<file path="src/rtl/core/mht_pkg.sv">
`timescale 1ns / 1ps

package mht_pkg;

  // Token kinds
  localparam logic [1:0] KIND_PLAIN   = 2'd0;
  localparam logic [1:0] KIND_QUOTED  = 2'd1;
  localparam logic [1:0] KIND_COMMENT = 2'd2;

  // Special bytes
  localparam logic [7:0] CH_TAB    = 8'd9;
  localparam logic [7:0] CH_SPACE  = 8'd32;
  localparam logic [7:0] CH_DQUOTE = 8'd34;
  localparam logic [7:0] CH_OPEN   = 8'd40;
  localparam logic [7:0] CH_CLOSE  = 8'd41;
  localparam logic [7:0] CH_BSLASH = 8'd92;
  localparam logic [7:0] CH_DEL    = 8'd127;

  // Configuration port
  localparam int CFG_INDEX_W = 3;
  localparam int CFG_DATA_W  = 8;

  localparam logic [CFG_INDEX_W-1:0] REG_DELIM_COUNT   = 3'd0;
  localparam logic [CFG_INDEX_W-1:0] REG_DELIM_CHAR_A  = 3'd1;
  localparam logic [CFG_INDEX_W-1:0] REG_DELIM_CHAR_B  = 3'd2;
  localparam logic [CFG_INDEX_W-1:0] REG_DELIM_CHAR_C  = 3'd3;
  localparam logic [CFG_INDEX_W-1:0] REG_DELIM_CHAR_D  = 3'd4;
  localparam logic [CFG_INDEX_W-1:0] REG_SKIP_COMMENTS = 3'd5;
  localparam logic [CFG_INDEX_W-1:0] REG_QUOTED_TOKENS = 3'd6;

  localparam logic [2:0]  DELIM_MAX   = 3'd4;
  localparam logic [15:0] INDEX_LIMIT = 16'hFFFF;

  // One result beat
  typedef struct packed {
    logic [7:0]  tok_byte;
    logic        tok_end;
    logic [1:0]  tok_kind;
    logic [15:0] tok_index;
  } tok_t;

  // Result beats produced by one accepted byte, first goes out first
  typedef struct packed {
    logic [1:0] count;
    tok_t       first;
    tok_t       second;
  } tok_pair_t;

endpackage

</file>
<file path="src/rtl/core/mht_if.sv">
`timescale 1ns / 1ps

interface mht_in_if;
  logic       valid;
  logic       ready;
  logic [7:0] in_byte;
  logic       in_last;

  modport source (output valid, output in_byte, output in_last, input ready);
  modport sink   (input valid, input in_byte, input in_last, output ready);
endinterface

interface mht_out_if;
  logic        valid;
  logic        ready;
  logic [7:0]  tok_byte;
  logic        tok_end;
  logic [1:0]  tok_kind;
  logic [15:0] tok_index;

  modport source (output valid, output tok_byte, output tok_end, output tok_kind,
                  output tok_index, input ready);
  modport sink   (input valid, input tok_byte, input tok_end, input tok_kind,
                  input tok_index, output ready);
endinterface

</file>
<file path="src/rtl/core/mht_front.sv">
`timescale 1ns / 1ps

module mht_front (
  input  logic                             clk,
  input  logic                             rst,
  input  logic                             cfg_we,
  input  logic [mht_pkg::CFG_INDEX_W-1:0]  cfg_index,
  input  logic [mht_pkg::CFG_DATA_W-1:0]   cfg_data,
  mht_in_if.sink                           hdr,
  input  logic                             space_ok,
  output mht_pkg::tok_pair_t               wr
);

  localparam logic [2:0] MODE_NORMAL  = 3'd0;
  localparam logic [2:0] MODE_ESC     = 3'd1;
  localparam logic [2:0] MODE_QUOTE   = 3'd2;
  localparam logic [2:0] MODE_QESC    = 3'd3;
  localparam logic [2:0] MODE_COMMENT = 3'd4;
  localparam logic [2:0] MODE_CESC    = 3'd5;

  typedef struct packed {
    logic [2:0]         mode;
    logic               hv;
    logic [7:0]         hb;
    logic [1:0]         hk;
    logic [15:0]        cnt;
    mht_pkg::tok_pair_t res;
  } lex_t;

  // Configuration
  logic [2:0] delim_count;
  logic [7:0] delim_char_a;
  logic [7:0] delim_char_b;
  logic [7:0] delim_char_c;
  logic [7:0] delim_char_d;
  logic       skip_comments;
  logic       quoted_tokens;

  // Lexer state
  logic [2:0]  lex_mode;
  logic        held_valid;
  logic [7:0]  held_byte;
  logic [1:0]  held_kind;
  logic [15:0] token_counter;

  logic [2:0]  lex_mode_next;
  logic        held_valid_next;
  logic [7:0]  held_byte_next;
  logic [1:0]  held_kind_next;
  logic [15:0] token_counter_next;

  logic       accept;
  logic [2:0] active_delims;
  logic       is_delim;
  lex_t       step;

  function automatic lex_t emit(lex_t s, logic [7:0] b, logic e, logic [1:0] k);
    lex_t r;
    mht_pkg::tok_t t;
    r = s;
    t.tok_byte  = b;
    t.tok_end   = e;
    t.tok_kind  = k;
    t.tok_index = s.cnt;
    if (s.res.count == 2'd0) begin
      r.res.first = t;
      r.res.count = 2'd1;
    end else if (s.res.count == 2'd1) begin
      r.res.second = t;
      r.res.count  = 2'd2;
    end
    return r;
  endfunction

  function automatic lex_t push_byte(lex_t s, logic [7:0] b, logic [1:0] k);
    lex_t r;
    r = s;
    if (s.hv) r = emit(r, s.hb, 1'b0, s.hk);
    r.hb = b;
    r.hk = k;
    r.hv = 1'b1;
    return r;
  endfunction

  function automatic lex_t close_token(lex_t s);
    lex_t r;
    r = s;
    if (s.hv) begin
      r = emit(r, s.hb, 1'b1, s.hk);
      r.hv = 1'b0;
      if (s.cnt != mht_pkg::INDEX_LIMIT) r.cnt = s.cnt + 16'd1;
    end
    return r;
  endfunction

  assign accept    = hdr.valid && space_ok;
  assign hdr.ready = space_ok;

  // Match against the active delimiters, count above four acts as four
  always_comb begin
    active_delims = (delim_count > mht_pkg::DELIM_MAX) ? mht_pkg::DELIM_MAX : delim_count;
    is_delim = (active_delims >= 3'd1 && hdr.in_byte == delim_char_a) ||
               (active_delims >= 3'd2 && hdr.in_byte == delim_char_b) ||
               (active_delims >= 3'd3 && hdr.in_byte == delim_char_c) ||
               (active_delims >= 3'd4 && hdr.in_byte == delim_char_d);
  end

  // Classify the byte and work out the state and the result beats
  always_comb begin
    logic [7:0] b;
    logic       keep_c;
    b           = hdr.in_byte;
    keep_c      = !skip_comments;
    step.mode   = lex_mode;
    step.hv     = held_valid;
    step.hb     = held_byte;
    step.hk     = held_kind;
    step.cnt    = token_counter;
    step.res    = '0;
    if (delim_count == 3'd0) begin
      if (hdr.in_last) begin
        step.hv   = 1'b0;
        step.mode = MODE_NORMAL;
        step.cnt  = 16'd0;
      end
    end else begin
      case (lex_mode)
        MODE_ESC: begin
          step      = push_byte(step, b, mht_pkg::KIND_PLAIN);
          step.mode = MODE_NORMAL;
        end
        MODE_QUOTE: begin
          step = push_byte(step, b, mht_pkg::KIND_QUOTED);
          if (b == mht_pkg::CH_BSLASH) begin
            step.mode = MODE_QESC;
          end else if (b == mht_pkg::CH_DQUOTE) begin
            step      = close_token(step);
            step.mode = MODE_NORMAL;
          end
        end
        MODE_QESC: begin
          step      = push_byte(step, b, mht_pkg::KIND_QUOTED);
          step.mode = MODE_QUOTE;
        end
        MODE_COMMENT: begin
          if (keep_c) step = push_byte(step, b, mht_pkg::KIND_COMMENT);
          if (b == mht_pkg::CH_BSLASH) begin
            step.mode = MODE_CESC;
          end else if (b == mht_pkg::CH_CLOSE) begin
            step      = close_token(step);
            step.mode = MODE_NORMAL;
          end
        end
        MODE_CESC: begin
          if (keep_c) step = push_byte(step, b, mht_pkg::KIND_COMMENT);
          step.mode = MODE_COMMENT;
        end
        default: begin
          step.mode = MODE_NORMAL;
          if ((b < mht_pkg::CH_SPACE && b != mht_pkg::CH_TAB) || b == mht_pkg::CH_DEL) begin
            // drop control bytes
          end else if (b == mht_pkg::CH_BSLASH) begin
            step      = push_byte(step, b, mht_pkg::KIND_PLAIN);
            step.mode = MODE_ESC;
          end else if (is_delim) begin
            step = close_token(step);
          end else if (b == mht_pkg::CH_DQUOTE && quoted_tokens) begin
            step      = close_token(step);
            step      = push_byte(step, b, mht_pkg::KIND_QUOTED);
            step.mode = MODE_QUOTE;
          end else if (b == mht_pkg::CH_OPEN) begin
            step = close_token(step);
            if (keep_c) step = push_byte(step, b, mht_pkg::KIND_COMMENT);
            step.mode = MODE_COMMENT;
          end else begin
            step = push_byte(step, b, mht_pkg::KIND_PLAIN);
          end
        end
      endcase
      if (hdr.in_last) begin
        step      = close_token(step);
        step.mode = MODE_NORMAL;
        step.cnt  = 16'd0;
      end
    end
  end

  // Advance the state only on an accepted beat
  always_comb begin
    lex_mode_next      = lex_mode;
    held_valid_next    = held_valid;
    held_byte_next     = held_byte;
    held_kind_next     = held_kind;
    token_counter_next = token_counter;
    wr                 = step.res;
    if (accept) begin
      lex_mode_next      = step.mode;
      held_valid_next    = step.hv;
      held_byte_next     = step.hb;
      held_kind_next     = step.hk;
      token_counter_next = step.cnt;
    end else begin
      wr.count = 2'd0;
    end
  end

  always_ff @(posedge clk) begin
    if (rst) begin
      lex_mode      <= MODE_NORMAL;
      held_valid    <= 1'b0;
      held_byte     <= 8'd0;
      held_kind     <= mht_pkg::KIND_PLAIN;
      token_counter <= 16'd0;
    end else begin
      lex_mode      <= lex_mode_next;
      held_valid    <= held_valid_next;
      held_byte     <= held_byte_next;
      held_kind     <= held_kind_next;
      token_counter <= token_counter_next;
    end
  end

  // Hold the configuration registers
  always_ff @(posedge clk) begin
    if (rst) begin
      delim_count   <= 3'd0;
      delim_char_a  <= mht_pkg::CH_SPACE;
      delim_char_b  <= 8'd0;
      delim_char_c  <= 8'd0;
      delim_char_d  <= 8'd0;
      skip_comments <= 1'b0;
      quoted_tokens <= 1'b0;
    end else if (cfg_we) begin
      case (cfg_index)
        mht_pkg::REG_DELIM_COUNT:   delim_count   <= cfg_data[2:0];
        mht_pkg::REG_DELIM_CHAR_A:  delim_char_a  <= cfg_data;
        mht_pkg::REG_DELIM_CHAR_B:  delim_char_b  <= cfg_data;
        mht_pkg::REG_DELIM_CHAR_C:  delim_char_c  <= cfg_data;
        mht_pkg::REG_DELIM_CHAR_D:  delim_char_d  <= cfg_data;
        mht_pkg::REG_SKIP_COMMENTS: skip_comments <= cfg_data[0];
        mht_pkg::REG_QUOTED_TOKENS: quoted_tokens <= cfg_data[0];
        default: begin
        end
      endcase
    end
  end

endmodule

</file>
<file path="src/rtl/core/mht_queue.sv">
`timescale 1ns / 1ps

module mht_queue #(
  parameter int DEPTH = 4
) (
  input  logic               clk,
  input  logic               rst,
  input  mht_pkg::tok_pair_t wr,
  output logic               space_ok,
  mht_out_if.source          tok
);

  localparam int PTR_W = $clog2(DEPTH);
  localparam int CNT_W = $clog2(DEPTH + 1);
  localparam logic [PTR_W-1:0] LAST_PTR = PTR_W'(DEPTH - 1);
  localparam logic [CNT_W-1:0] FULL_LIM = CNT_W'(DEPTH - 2);

  mht_pkg::tok_t mem [DEPTH];

  logic [PTR_W-1:0] wr_ptr;
  logic [PTR_W-1:0] rd_ptr;
  logic [CNT_W-1:0] count;
  logic [PTR_W-1:0] wr_ptr_next;
  logic [PTR_W-1:0] rd_ptr_next;
  logic [CNT_W-1:0] count_next;
  logic [PTR_W-1:0] wr_ptr_1;
  logic [PTR_W-1:0] wr_ptr_2;
  logic             rd;
  mht_pkg::tok_t    head;

  function automatic logic [PTR_W-1:0] bump(logic [PTR_W-1:0] p);
    return (p == LAST_PTR) ? '0 : p + PTR_W'(1);
  endfunction

  // Room for the two beats one byte can make
  assign space_ok = (count <= FULL_LIM);

  assign wr_ptr_1 = bump(wr_ptr);
  assign wr_ptr_2 = bump(wr_ptr_1);
  assign rd       = tok.valid && tok.ready;

  always_comb begin
    wr_ptr_next = wr_ptr;
    if (wr.count == 2'd1) wr_ptr_next = wr_ptr_1;
    if (wr.count == 2'd2) wr_ptr_next = wr_ptr_2;
    rd_ptr_next = rd ? bump(rd_ptr) : rd_ptr;
    count_next  = count + CNT_W'(wr.count) - CNT_W'(rd);
  end

  always_ff @(posedge clk) begin
    if (rst) begin
      wr_ptr <= '0;
      rd_ptr <= '0;
      count  <= '0;
    end else begin
      wr_ptr <= wr_ptr_next;
      rd_ptr <= rd_ptr_next;
      count  <= count_next;
    end
  end

  // Store the beats in order
  always_ff @(posedge clk) begin
    if (wr.count != 2'd0) mem[wr_ptr] <= wr.first;
    if (wr.count == 2'd2) mem[wr_ptr_1] <= wr.second;
  end

  // Present the oldest beat
  assign head          = mem[rd_ptr];
  assign tok.valid     = (count != '0);
  assign tok.tok_byte  = head.tok_byte;
  assign tok.tok_end   = head.tok_end;
  assign tok.tok_kind  = head.tok_kind;
  assign tok.tok_index = head.tok_index;

endmodule

</file>
<file path="src/rtl/core/mail_header_tokenizer_unit.sv">
`timescale 1ns / 1ps

// Header tokenizer: takes one header byte per beat on hdr and returns token bytes on tok,
// each tagged with its kind, its token number and an end flag. The front takes one byte
// every cycle while the result queue has room for two beats; a byte that closes a token
// together with the byte before it (a closing quote or parenthesis, or the last byte of
// the string) makes two result beats, and the output drains one beat per ready cycle, so
// the sustained rate is one byte per cycle if results average no more than one beat per
// byte. A result beat is visible at tok at the earliest the cycle after its byte is
// accepted, later when older beats wait in the queue. Because the end flag needs the
// following byte, each token byte leaves with the next accepted byte that is kept or that
// ends a token, or with the in_last byte; dropped control and skipped comment bytes do
// not release it. The user writes configuration only while idle, unenforced by the block.
module mail_header_tokenizer_unit #(
  parameter int QUEUE_DEPTH = 4
) (
  input  logic                             clk,
  input  logic                             rst,
  input  logic                             cfg_we,
  input  logic [mht_pkg::CFG_INDEX_W-1:0]  cfg_index,
  input  logic [mht_pkg::CFG_DATA_W-1:0]   cfg_data,
  mht_in_if.sink                           hdr,
  mht_out_if.source                        tok
);

  mht_pkg::tok_pair_t wr;
  logic               space_ok;

  mht_front u_front (
    .clk       (clk),
    .rst       (rst),
    .cfg_we    (cfg_we),
    .cfg_index (cfg_index),
    .cfg_data  (cfg_data),
    .hdr       (hdr),
    .space_ok  (space_ok),
    .wr        (wr)
  );

  mht_queue #(
    .DEPTH (QUEUE_DEPTH)
  ) u_queue (
    .clk      (clk),
    .rst      (rst),
    .wr       (wr),
    .space_ok (space_ok),
    .tok      (tok)
  );

  // Beats are written only for an accepted byte
  assert property (@(posedge clk) disable iff (rst)
    wr.count != 2'd0 |-> hdr.valid && hdr.ready)
    else $error("result beats written without an accepted byte");

  // Two beats from one byte: the second one always ends a token
  assert property (@(posedge clk) disable iff (rst)
    wr.count == 2'd2 |-> wr.second.tok_end)
    else $error("bad pair of result beats");

  // A written beat is offered on the next cycle
  assert property (@(posedge clk) disable iff (rst)
    wr.count != 2'd0 |=> tok.valid)
    else $error("queued beat not offered");

endmodule

</file>
<file path="src/flat_wrapper.sv">
// flat-port wrapper written by rule: the top's interface ports become plain ports
module mail_header_tokenizer_unit_flat 
#(
  parameter int QUEUE_DEPTH = 4
)
  (clk, rst, cfg_we, cfg_index, cfg_data, hdr_valid, hdr_in_byte, hdr_in_last, hdr_ready, tok_valid, tok_tok_byte, tok_tok_end, tok_tok_kind, tok_tok_index, tok_ready);
  mht_in_if hdr_i ();
  mht_out_if tok_i ();
  input  logic clk;
  input  logic rst;
  input  logic cfg_we;
  input  logic [mht_pkg::CFG_INDEX_W-1:0] cfg_index;
  input  logic [mht_pkg::CFG_DATA_W-1:0] cfg_data;
  input wire logic [$bits(hdr_i.valid)-1:0] hdr_valid;
  input wire logic [$bits(hdr_i.in_byte)-1:0] hdr_in_byte;
  input wire logic [$bits(hdr_i.in_last)-1:0] hdr_in_last;
  output wire logic [$bits(hdr_i.ready)-1:0] hdr_ready;
  output wire logic [$bits(tok_i.valid)-1:0] tok_valid;
  output wire logic [$bits(tok_i.tok_byte)-1:0] tok_tok_byte;
  output wire logic [$bits(tok_i.tok_end)-1:0] tok_tok_end;
  output wire logic [$bits(tok_i.tok_kind)-1:0] tok_tok_kind;
  output wire logic [$bits(tok_i.tok_index)-1:0] tok_tok_index;
  input wire logic [$bits(tok_i.ready)-1:0] tok_ready;
  assign hdr_i.valid = hdr_valid;
  assign hdr_i.in_byte = hdr_in_byte;
  assign hdr_i.in_last = hdr_in_last;
  assign hdr_ready = hdr_i.ready;
  assign tok_valid = tok_i.valid;
  assign tok_tok_byte = tok_i.tok_byte;
  assign tok_tok_end = tok_i.tok_end;
  assign tok_tok_kind = tok_i.tok_kind;
  assign tok_tok_index = tok_i.tok_index;
  assign tok_i.ready = tok_ready;
  mail_header_tokenizer_unit #(.QUEUE_DEPTH(QUEUE_DEPTH)) u_core (.clk(clk), .rst(rst), .cfg_we(cfg_we), .cfg_index(cfg_index), .cfg_data(cfg_data), .hdr(hdr_i), .tok(tok_i));
endmodule
</file>
<file path="config.mk">
export PLATFORM = sky130hd
export DESIGN_NAME = mail_header_tokenizer_unit_flat
export DESIGN_NICKNAME = d
export VERILOG_FILES = /design/src/rtl/core/mht_pkg.sv /design/src/rtl/core/mht_if.sv /design/src/rtl/core/mht_front.sv /design/src/rtl/core/mht_queue.sv /design/src/rtl/core/mail_header_tokenizer_unit.sv /design/src/flat_wrapper.sv
export SDC_FILE = /design/constraint.sdc
export NUM_CORES = 1
export LEC_CHECK = 0
export BUFFER_PORTS_ARGS = -buffer_cell sky130_fd_sc_hd__buf_4
export CAP_MARGIN = 20
export CELL_PAD_IN_SITES_DETAIL_PLACEMENT = 2
export CELL_PAD_IN_SITES_GLOBAL_PLACEMENT = 2
export CORE_MARGIN = 1
export CORE_UTILIZATION = 37
export CTS_CLUSTER_SIZE = 8
export DETAILED_ROUTE_END_ITERATION = 8
export GPL_TIMING_DRIVEN = 1
export PLACE_DENSITY = 0.72
export SLEW_MARGIN = 40
export SYNTH_ARGS = -nofsm -noshare
export SYNTH_HDL_FRONTEND = slang
export SYNTH_HIERARCHICAL = 1
export SYNTH_SLANG_ARGS = --single-unit
</file>
<file path="constraint.sdc">
create_clock -name clk -period 14 [get_ports clk]
set_input_delay 0.7 -clock clk [delete_from_list [all_inputs] [get_ports clk]]
set_output_delay 0.7 -clock clk [all_outputs]
set_load 0.01 [all_outputs]
</file>
==> run_results.csv <==
group,metric,value,unit
flow_run,cap_violations,0,
yosys,yosysTopAreaCell,"edfxtp_1",
worst_hold_path,hp-class,"flop to flop",
finish,drive_gt1_frac,0.2170,
sta,whs,473.9,ps
sta,fin_crit,5910,ps
grt,grt_max_degree,62,
worst_setup_path,required,14150,ps
drt,via_per_inst,5.894,
yosys,syn_area_per_cell,10.39,um2
clock_tree,worstSkewPairLatency,470,ps
yosys,syn_nets,1198,
yosys,synth_edf_count,108,
sta,rsz0062_at_grt,"no",
floorplanning,io_pins,54,
grt,grt_pass1_vias,9524,
worst_setup_path,cp-end-kind,"flop",
drt,ant_nets,0,
pwr,seqPwrFrac,0.444,
clock_tree,cts_root_buf,"clkbuf_16",
clock_tree,cts_hold_buffers,0,
finish,n_antenna_cell,0,
yosys,synth.area.top_cells,"edfxtp_1 27%, dfxtp_1 13%, mux2_2 9.4%, mux4_1 5.9%, buf_4 4.1%",
pwr,p_sw,379.9,uW
worst_setup_path,critPathKind,"flop to flop",
finish,nets,1149,
floorplanning,dieArea,33040,um2
clock_tree,cts_buffers,17,
clock_tree,h-tree-depth,4,
grt,grt-ovfl-total,0,
yosys,ys_types,85,
sta,final_max_slew_viol_count,0,
drt,drt_wl_total,37.51,mm
status,status,"complete, no violations",
clock_tree,cts_setup_buffers,0,
sta,tns,0,ps
sta,hold_violations,0,
floorplanning,rows,65,
sta,fin_crit_sh,0.4222,
worst_setup_path,path_max_fanout,28,
yosys,async_reset_ff_frac,0,
worst_setup_path,worstSetupStartpointType,"flop",
finish,fin_util,0.4014,
placement,post_dp_cell_area,12100,um2
yosys,synth_area,11960,um2
worst_setup_path,worst-endpoint-arrival,6060,ps
yosys,ys_warn_count,6,
pwr,clock_power_share,0.373,
grt,groute.usage.overall,0.2320,
pwr,p_per_area,104.8,nW/um2
clock_tree,cts-resized-gates,0,
yosys,yosysTopAreaCellShare,0.2712,
clock_tree,clk_pin_slew_worst_paths,90,ps
yosys,ys.flop_type,"edfxtp_1",
drt,dr.pass1.iters,4,
clock_tree,cts_tree,"built",
finish,fin_area,12700,um2
pwr,total_power,1.331,mW
drt,drtIter0Drc,490,
drt,wl_per_cell,24.72,um
placement,port_buffers,53,
sta,fmax,0.1692,GHz
sta,slew_headroom,0.4450,
yosys,synth-seq-cells,184,
floorplanning,start_util,0.3779,
floorplanning,core,31640,um2
pwr,swShare,0.2854,
sta,setup_violations,0,
yosys,syn_inst,1151,
grt,grt_antenna_before_repair,0,
pwr,internal-power,951.2,uW
finish,syn_to_final_growth,6.205,%
grt,grt_first_pass_wirelength,58.18,mm
drt,route.vias.total,8941,
sta,fin_skew,20.22,ps
finish,nFillCells,3285,
placement,hpwl,26.84,mm
pwr,leakage,4.728,nW
clock_tree,cts.sinks,184,
pwr,ir_drop,0.07842,mV
pwr,pwr-share-comb,0.184,
placement,globalplace.congestion,0.8510,
yosys,seq_area_frac_synth,0.3985,
floorplanning,die_x,181.8,um
drt,drc,0,
clock_tree,clockBufferDepth,2,
floorplanning,die_y,181.8,um
sta,tightest_slew,829.6,ps
metrics by stage:
stage,cells,worst slack (ps)
finish,1517,8090
CTS,1517,8106
global placement,1485,7982
global route,1517,7615
floorplan,1151,8050
detailed placement,1485,7758
cells in the mapped netlist (5+ instances only):
library cell,instances
nand2_1,121
clkbuf_1,41
a211o_1,5
mux2_4,8
mux4_1,27
a31oi_1,6
ha_1,21
nand4_1,12
and3_1,11
mux2i_1,26
edfxtp_1,108
nor3_1,22
a221oi_1,6
dfxtp_1,76
a21o_1,9
inv_1,27
nor4_1,7
o22ai_1,10
a211oi_1,12
a22o_1,44
buf_2,10
o21ai_0,42
mux2_2,100
xor2_1,29
and2_1,10
buf_4,66
or3_1,11
a21oi_1,67
nand3_1,25
xnor2_1,7
buf_6,17
nor2b_1,7
nor2_1,71
kinds of logic after synthesis:
| logic type | after synthesis | share of synthesized area |
|---|---|---|
| AND/OR/NAND/NOR | 329 | 0.1329 |
| buffers and inverters | 162 | 0.08340 |
| multiplexers | 161 | 0.1853 |
| XOR/XNOR | 36 | 0.02637 |
| AO/OA/AOI/OAI | 257 | 0.1499 |
| adder cells (fa/ha/maj) | 22 | 0.02365 |
| flip-flops | 184 | 0.3985 |
metal layers:
| layer | vias to the layer above | track usage | part of all wire |
|---|---|---|---|
| met1 | 4641 | 0.3177 | 0.48 |
| met3 | 26 | 0.03791 | 0.029 |
| met5 | - | 0 | 0 |
| li1 | 4138 | - | - |
| met2 | 136 | 0.3840 | 0.48 |
| met4 | 0 | 0.04949 | 0.010 |
critical path, stage by stage (launching register included):
cell and delay, ps:
dfxtp_1 650, inv_1 200, ha_1 660, nand2_1 400, o21ai_0 180, o31a_1 240
inv_1 60, ha_1 200, nand2_1 70, a211o_1 350, nand2_1 150, a21oi_1 330
and3_1 230, ha_1 360, nand2_2 540, o21ai_2 550, buf_4 380
worst paths after layout:
check	cells after the start	slack, ps	to	start
max	16	8090	u_core/u_queue/mem[2][19]$_DFFE_PP_	u_core/u_front/lex_mode[2]$_SDFFE_PP0P_
min	2	470	u_core/u_front/delim_char_a[4]$_SDFFE_PP0P_	u_core/u_front/delim_char_a[4]$_SDFFE_PP0P_
max reg2reg	16	8090	u_core/u_queue/mem[2][19]$_DFFE_PP_	u_core/u_front/lex_mode[2]$_SDFFE_PP0P_
min reg2reg	2	470	u_core/u_front/delim_char_a[4]$_SDFFE_PP0P_	u_core/u_front/delim_char_a[4]$_SDFFE_PP0P_
power groups by stage:
stage	clock network [mW]	registers, mW	logic, mW
2_1_floorplan	0	0.599	0.159
5_1_grt	0.525	0.592	0.264
3_5_place_dp	0	0.603	0.243
4_1_cts	0.507	0.590	0.247
3_3_place_gp	0	0.601	0.238
6_report	0.496	0.591	0.244
final cells by class:
class,count,area (um2),share of cell area
Multi-Input combinational cell,805,6245,0.4918
Inverter,27,101.3,0.007981
Sequential cell,184,4765,0.3752
Tap cell,402,503.0,0.03961
Clock buffer,18,429.2,0.03380
Timing Repair Buffer,67,503.0,0.03961
Clock inverter,14,152.6,0.01202
sequential cells by signal (all words and copies together), names as in the netlist, named ones only:
register / cells
u_core/u_front/delim_char_a: 8
u_core/u_front/delim_char_b: 8
u_core/u_front/delim_char_c: 8
u_core/u_front/delim_char_d: 8
u_core/u_front/delim_count: 3
u_core/u_front/held_byte: 8
u_core/u_front/held_kind: 2
u_core/u_front/held_valid: 1
u_core/u_front/lex_mode: 3
u_core/u_front/quoted_tokens: 1
u_core/u_front/skip_comments: 1
u_core/u_front/token_counter: 16
u_core/u_queue/count: 3
u_core/u_queue/mem: 108
u_core/u_queue/rd_ptr: 2
u_core/u_queue/wr_ptr: 2
placed cells by master, fill, tap and decap left out, drive strengths merged, types with 9 or more instances in the layout:
cell	synthesis	routed
clkbuf	42	18
a21o	9	9
xor2	29	29
nand3	25	25
dfxtp	76	76
nor2	73	73
edfxtp	108	108
a22o	44	44
mux2i	26	26
and2	11	11
buf	93	67
o22ai	10	10
mux4	27	27
nor3	25	25
a21oi	69	69
nand4	12	12
nand2	124	124
ha	21	21
or3	11	11
o21ai	45	45
inv	27	36
mux2	108	108
and3	11	11
a211oi	13	13
(Power assumes the default switching activity.)
